--- config.mk ---
export PLATFORM = sky130hd
export DESIGN_NAME = srv_sqrt
export DESIGN_NICKNAME = d
export VERILOG_FILES = /design/src/rtl/snell_refraction_vector_unit_macros.svh /design/src/rtl/srv_pkg.sv /design/src/rtl/srv_sqrt.sv
export SDC_FILE = /design/constraint.sdc
export NUM_CORES = 2
export LEC_CHECK = 0
export BUFFER_PORTS_ARGS = -buffer_cell sky130_fd_sc_hd__buf_2
export CAP_MARGIN = 15
export CORE_ASPECT_RATIO = 0.8
export CORE_MARGIN = 3
export CORE_UTILIZATION = 47
export DETAILED_ROUTE_END_ITERATION = 12
export MAX_ROUTING_LAYER = met4
export PLACE_DENSITY_LB_ADDON = 0.1
export SKIP_LAST_GASP = 1
export SLEW_MARGIN = 15
export SYNTH_ARGS = -nofsm -noshare
export SYNTH_HDL_FRONTEND = slang
export SYNTH_SLANG_ARGS = --single-unit
--- constraint.sdc ---
create_clock -name clk -period 3.95 [get_ports clk]
set_input_delay 0.79 -clock clk [delete_from_list [all_inputs] [get_ports clk]]
set_output_delay 0.79 -clock clk [all_outputs]
set_load 0.03 [all_outputs]
--- src/rtl/snell_refraction_vector_unit_macros.svh ---
// ---------------------------------------------------------------------------
// Assertion macros for the Snell refraction vector unit
// Concurrent checks clocked on clk and disabled while rst_n is low.
// ---------------------------------------------------------------------------
`ifndef SNELL_REFRACTION_VECTOR_UNIT_MACROS_SVH
`define SNELL_REFRACTION_VECTOR_UNIT_MACROS_SVH

// same-cycle implication
`define SRV_ASSERT_IMP(label, ante, cons) \
  label: assert property (@(posedge clk) disable iff (!rst_n) (ante) |-> (cons)) \
    else $error("srv assertion failed");

// next-cycle implication
`define SRV_ASSERT_NXT(label, ante, cons) \
  label: assert property (@(posedge clk) disable iff (!rst_n) (ante) |=> (cons)) \
    else $error("srv assertion failed");

`endif

--- src/rtl/srv_pkg.sv ---
// ---------------------------------------------------------------------------
// srv_pkg
// Shared constants and types of the Snell refraction vector unit.
// ---------------------------------------------------------------------------
`timescale 1ns / 1ps

package srv_pkg;

  localparam int COMPONENT_WIDTH_DEF = 18;
  localparam int ETA_W               = 16;
  localparam int ETA_FRAC            = 14;

  typedef struct packed {
    logic adv;
    logic vld;
  } srv_ctl_t;

endpackage

--- src/rtl/srv_sqrt.sv ---
// ---------------------------------------------------------------------------
// srv_sqrt
// Pipelined restoring square root, one root bit per stage, rounded to the
// nearest integer in a final stage. A side payload travels with each item.
// ---------------------------------------------------------------------------
`timescale 1ns / 1ps

module srv_sqrt #(
  parameter int N      = srv_pkg::COMPONENT_WIDTH_DEF,
  parameter int SIDE_W = 6 * srv_pkg::COMPONENT_WIDTH_DEF
) (
  input  logic                 clk,
  input  logic                 rst_n,
  input  srv_pkg::srv_ctl_t    in_ctl,
  input  logic [2*N-1:0]       in_rad,
  input  logic [SIDE_W-1:0]    in_side,
  output logic                 out_valid,
  output logic [N:0]           out_root,
  output logic [SIDE_W-1:0]    out_side
);

  import srv_pkg::*;

  logic              vld_r   [N];
  logic [N+1:0]      rem_r   [N];
  logic [N-1:0]      root_r  [N];
  logic [2*N-1:0]    rad_r   [N];
  logic [SIDE_W-1:0] side_r  [N];

  logic              vld_i   [N];
  logic [N+1:0]      rem_i   [N];
  logic [N-1:0]      root_i  [N];
  logic [2*N-1:0]    rad_i   [N];
  logic [SIDE_W-1:0] side_i  [N];

  logic [N+1:0]      rem_nxt [N];
  logic [N-1:0]      root_nxt[N];
  logic [2*N-1:0]    rad_nxt [N];

  logic              fin_vld_r;
  logic [N:0]        fin_root_r;
  logic [SIDE_W-1:0] fin_side_r;
  logic [N:0]        fin_root_nxt;

  always_comb begin
    vld_i[0]  = in_ctl.vld;
    rem_i[0]  = '0;
    root_i[0] = '0;
    rad_i[0]  = in_rad;
    side_i[0] = in_side;
    for (int k = 1; k < N; k++) begin
      vld_i[k]  = vld_r[k-1];
      rem_i[k]  = rem_r[k-1];
      root_i[k] = root_r[k-1];
      rad_i[k]  = rad_r[k-1];
      side_i[k] = side_r[k-1];
    end
  end

  always_comb begin
    logic [N+1:0] rem_sh;
    logic [N+1:0] trial;
    rem_sh = '0;
    trial  = '0;
    for (int k = 0; k < N; k++) begin
      rem_sh = {rem_i[k][N-1:0], rad_i[k][2*N-1:2*N-2]};
      trial  = {root_i[k], 2'b01};
      if (rem_sh >= trial) begin
        rem_nxt[k]  = rem_sh - trial;
        root_nxt[k] = {root_i[k][N-2:0], 1'b1};
      end else begin
        rem_nxt[k]  = rem_sh;
        root_nxt[k] = {root_i[k][N-2:0], 1'b0};
      end
      rad_nxt[k] = {rad_i[k][2*N-3:0], 2'b00};
    end
  end

  assign fin_root_nxt = {1'b0, root_r[N-1]}
                      + (N+1)'(rem_r[N-1] > {2'b00, root_r[N-1]});

  always_ff @(posedge clk) begin
    if (!rst_n) begin
      for (int k = 0; k < N; k++) vld_r[k] <= 1'b0;
      fin_vld_r <= 1'b0;
    end else if (in_ctl.adv) begin
      for (int k = 0; k < N; k++) vld_r[k] <= vld_i[k];
      fin_vld_r <= vld_r[N-1];
    end
  end

  always_ff @(posedge clk) begin
    if (in_ctl.adv) begin
      for (int k = 0; k < N; k++) begin
        rem_r[k]  <= rem_nxt[k];
        root_r[k] <= root_nxt[k];
        rad_r[k]  <= rad_nxt[k];
        side_r[k] <= side_i[k];
      end
      fin_root_r <= fin_root_nxt;
      fin_side_r <= side_r[N-1];
    end
  end

  assign out_valid = fin_vld_r;
  assign out_root  = fin_root_r;
  assign out_side  = fin_side_r;

endmodule

* Yosys cells after proc, flatten, opt, wreduce, memory -nomap -nowiden *
Memories as Yosys holds them, arrays and structs flattened. A register that Yosys moved wholly into a read port is not among the register bits.
Index checks and enable logic that the tools add are counted.

storage, ports and cells
  word-level logic and storage cells = 122
  register bits = 19
  memories = 5
  output and inout port bits = 128
  bits in writable memories = 3258
  bits of input ports = 148

memories
  memory  words  width  read ports  clocked after memory_dff  wr ports  RTL line        RTL
  side_r  18     108    18          1                         18        srv_sqrt.sv:28  logic [SIDE_W-1:0] side_r [N];
  rad_r   18     34     17          0                         18        srv_sqrt.sv:27  logic [2*N-1:0] rad_r [N];
  rem_r   18     20     18          0                         18        srv_sqrt.sv:25  logic [N+1:0] rem_r [N];
  root_r  18     18     18          0                         18        srv_sqrt.sv:26  logic [N-1:0] root_r [N];
  vld_r   18     1      18          1                         18        srv_sqrt.sv:24  logic vld_r [N];

cells by class
  multiplexer cells = 59
  reduce and logical (&&, ||, !) cells = 1
  $add $sub $neg = 19
  bitwise logic cells = 18
  magnitude comparators = 19

operators by type and width
  cell                 count
  $mux 20              18
  $ge 20x20->1         17
  $sub 20x20->20       17
  $mux 1               41
  $gt 20x18->1         1
  $add 18x1->19        1
  $or 1x1->1           18
  $sub 2x1->3 const B  1
  $ge 2x1->1 const B   1
  $logic_not 1->1      1

* Depth between registers and ports, before layout *
  depth after elaboration = 4
  depth in mapped cells = 16
  gate-level depth less buffers = 16

* Least setup slack after synthesis *
No wires, ideal clock.

  path type = flip-flop to flip-flop
  start = memory root_r[17][14] (netlist bit)
  end = register fin_root_r[16] (netlist: out_root[16]), data pin
  slack = 642 ps
  required time = 3692 ps
  arrival time = 3050 ps
  buffers on the path = 0
  period minus slack after synthesis = 3308 ps
  cell stages (with the launch flop) = 16
  setup time = 258 ps
  cells stage by stage = edfxtp_1 > inv_1 > ha_1 > nand4_1 > or2_2 > or4_1 > o21ai_0 > o21bai_1 > o22a_1 > ha_1 > ha_1 > nand3_1 > nor2_1 > and3_1 > nand3_1 > xnor2_1

RTL lines
  item                    RTL line         RTL
  start: declaration      srv_sqrt.sv:26
  end signal: assignment  srv_sqrt.sv:100  fin_root_r <= fin_root_nxt;
  end: declaration        srv_sqrt.sv:41   logic [N:0] fin_root_r;

==> results.tsv <==
stage	metric	value	unit
synthesis	Area contributors post-synth	edfxtp_1, ha_1, xnor2_1	
power_and_ir_drop	Reg power frac	54.3	%
die	Die ar.	218000	µm²
min_path	Hold EP	side_r[0][70]	
die	Die W	522	µm
grt	antenna violations before repair	11	
power_and_ir_drop	sw frac	21.7	%
synthesis	post-synth cell types	78	
critical_path	crit-path leading delay family	simple AND/OR/NAND/NOR gates	
die	row cnt	150	
power_and_ir_drop	Peak VDD IR	0.000363	V
critical_path	CP cell instances	inv_1 > ha_1 > nand3_1 > or2_2 > or4_1 > o21ai_0 > o21bai_1 > o22a_1 > ha_1 > ha_1 > nand3_1 > nor2_2 > and3_1 > nand3_1 > xnor2_1	
timing	RSZ-0062 raised after global routing	no	
place	Post-Place Setup Slack	0.213	ns
detailed_routing	Routed Antenna Nets	0	
critical_path	reg2reg setup slack	0.29	ns
clock_network	CTS root buffer	clkbuf_16	
die	area of the core	210000	µm²
layout	layout cells sized above 1	13.8	%
synthesis	number of flops mapped to enable cells by yosys	2855	
detailed_routing	routed len/inst	15.5	µm
detailed_routing	number of remaining DRC errors	0	
critical_path	CP Launch Type	flip-flop	
timing	Tmin final	3.66	ns
synthesis	sequential area share after synthesis	86.1	%
timing	final hold vios	0	
synthesis	warnings from Yosys	0	
clock_network	CTS Buf Count	288	
detailed_routing	Vias/cell	4.88	
power_and_ir_drop	static leakage	40.7	nW
place	Detail Placement HPWL	79500	µm
grt	total track usage	12.5	%
timing	Slew Limit Fails	0	
min_path	hold path startpoint	in_side[70]	
clock_network	clk slew on worst S/H paths	0.06	ns
timing	hold slack	0.131	ns
clock_network	CTS Sinks	2873	
synthesis	fraction of registers with async set/reset	0	%
detailed_routing	initial drt markers	2915	
critical_path	crit end category	flip-flop	
die	Initial Util	47.6	%
synthesis	Synth Instances	5044	
die	die outline height	419	µm
synthesis	top-area cell type share of the netlist area	85.7	%
die	Ports	276	
grt	vias in the first global route	42056	
timing	worst-case clock skew	0.0449	ns
grt	global-route wire length before repair	217000	µm
critical_path	worst r2r dst	out_root[16]	
critical_path	worst r2r path cells	15	
power_and_ir_drop	clock network power share	37.8	%
place	Buffers on Ports	275	
power_and_ir_drop	Sw Pwr	0.0149	W
layout	fin util	54.6	%
clock_network	CTS HTree Levels	5	
run	Max-cap violations	0	
min_path	worst hold stages	1	
timing	Worst-Margin Slew	1.03	ns
timing	fmax	0.273	GHz
synthesis	ys flop type	edfxtp_1	
timing	setup TNS	0	ns
detailed_routing	drt total wl	134000	µm
timing	Rel. slew slack	31.3	%
critical_path	Buf/Inv on CP	1	
layout	final instance area	115000	µm²
critical_path	worst reg2reg startpoint	root_r[17][17]	
detailed_routing	Pre-antenna DRT Iters	5	
min_path	Hold Crit Class	input pin to flip-flop	
synthesis	flops & latches, synth	2873	
timing	setup ws final	0.288	ns
grt	grt total ovfl	0	
grt	largest net degree at the start of global routing	112	
timing	Final Cycle Share	92.7	%
clock_network	Setup Fix Bufs, Post-CTS	0	
status	outcome	completed	
synthesis	area of the mapped netlist	100000	µm²
place	RD Place Congestion	0.831	
clock_network	clk_lat worst skew	0.82	ns
power_and_ir_drop	Comb pwr share	7.9	%
layout	diode count	0	
critical_path	slowest stage delay, CP	0.54	ns
detailed_routing	DR vias	42329	
timing	Final setup violation count	0	
critical_path	CP Class	flip-flop to flip-flop	
place	Placed Area	106000	µm²
layout	area grow syn2layout	14.8	%
clock_network	CTS tree	yes	
synthesis	Post-Syn Nets	5404	
critical_path	Slowest-stage cell, CP	or4_1	
synthesis	dominant cell type by area after synthesis	edfxtp_1	
clock_network	clock buffer depth	4	
critical_path	crit path DAT	4.19	ns
power_and_ir_drop	PwrDens	599	nW/µm²
power_and_ir_drop	internal power	0.0538	W
critical_path	CP max FO	3	
critical_path	Critical Path RT	4.48	ns
synthesis	Synth Area per Inst	19.8	µm²
layout	final net count	6015	
-- through the flow --
stage                     cells  total power (W)
after detailed placement   8177           0.0434
final                      8671           0.0687
after floorplan            5044           0.0413
after global routing       8671           0.0719
after global placement     8177           0.0432
after CTS                  8671           0.0698
-- flip-flops by register name, indices dropped and copies added, names as in the netlist --
register,count
root_r,171
rem_r,306
side_r,1944
out_root,19
vld_r,18
out_side,108
out_valid,1
rad_r,306
-- area by class of cell --
cell class	instances	area, µm²
fill	16233	95400
multi-input combinational	1860	12800
timing repair buffer	367	2420
sequential	2873	86100
clock buffer	362	7640
inverter	265	995
clock inverter	132	1360
tap	2812	3520
-- Yosys cell counts, drive strengths merged (25+ instances only) --
cell type / count
nand3: 50
nor4: 34
nor2b: 48
o21a: 39
inv: 265
edfxtp: 2855
nor3: 68
o21ai: 209
nand4: 28
clkbuf: 41
a21oi: 165
nand2b: 43
nand2: 214
ha: 212
a21o: 32
xnor2: 136
nor2: 154
mux2i: 25
mux2: 26
xor2: 103
-- per-layer routing --
metal,global-route usage [%],vias to the layer above,wire length (µm)
met1,16.7,20418,62400
met5,-,-,0
met2,18.9,804,61000
met4,5.15,0,5210
met3,2.35,398,5440
li1,-,20709,-
-- kinds of logic (layout without fill, tap and decap cells) --
kind of cell,count (synthesis),after routing,share of synthesized area (%)
flops,2873,2873,86.1
simple gates,752,752,3.77
compound gates,605,605,3.67
buf+inv,311,1126,1.18
xor+xnor,239,239,2.09
fa+ha+maj,212,212,2.65
mux,51,51,0.543
other cells,1,1,0.00375
-- worst max path at each step --
stage,slack [ns],startpoint,cells after the start,end
floorplan,0.64,root_r[17][14],15,out_root[16]
global placement,0.27,root_r[17][17],15,out_root[16]
detailed placement,0.21,root_r[17][17],15,out_root[16]
CTS,0.20,root_r[17][17],15,out_root[16]
global route,0.03,root_r[17][14],15,out_root[16]
finish,0.29,root_r[17][17],15,out_root[16]
-- what timing repair did --
item | CTS | global route
resized for setup | 0 | 1
setup endpoints to repair | 0 | 1
hold buffers | 0 | 0
-- power groups by stage --
| stage | Combinational (W) | Sequential, W | Clock (W) |
|---|---|---|---|
| floorplan | 0.00352 | 0.0378 | 0 |
| global placement | 0.00532 | 0.0379 | 0 |
| detailed placement | 0.00546 | 0.0379 | 0 |
| CTS | 0.00548 | 0.0373 | 0.0270 |
| global route | 0.00616 | 0.0375 | 0.0282 |
| finish | 0.00546 | 0.0373 | 0.0260 |
-- cell usage in the layout (no fill, tap or decap), drive strengths merged, types with 96 or more instances in the layout --
cell	instances
o21ai	209
ha	212
edfxtp	2855
nand2	214
buf	367
clkbuf	362
clkinv	96
xor2	103
a21oi	165
xnor2	136
inv	274
nor2	154
-- worst register-to-register path, cell delays in order (launching register included) --
cell      delay, ns
edfxtp_1       0.36
inv_1          0.07
ha_1           0.29
nand3_1        0.14
or2_2          0.33
or4_1          0.54
o21ai_0        0.20
o21bai_1       0.14
o22a_1         0.18
ha_1           0.19
ha_1           0.18
nand3_1        0.13
nor2_2         0.17
and3_1         0.24
nand3_1        0.11
xnor2_1        0.14
No activity file was read; power rests on OpenSTA's default activity.
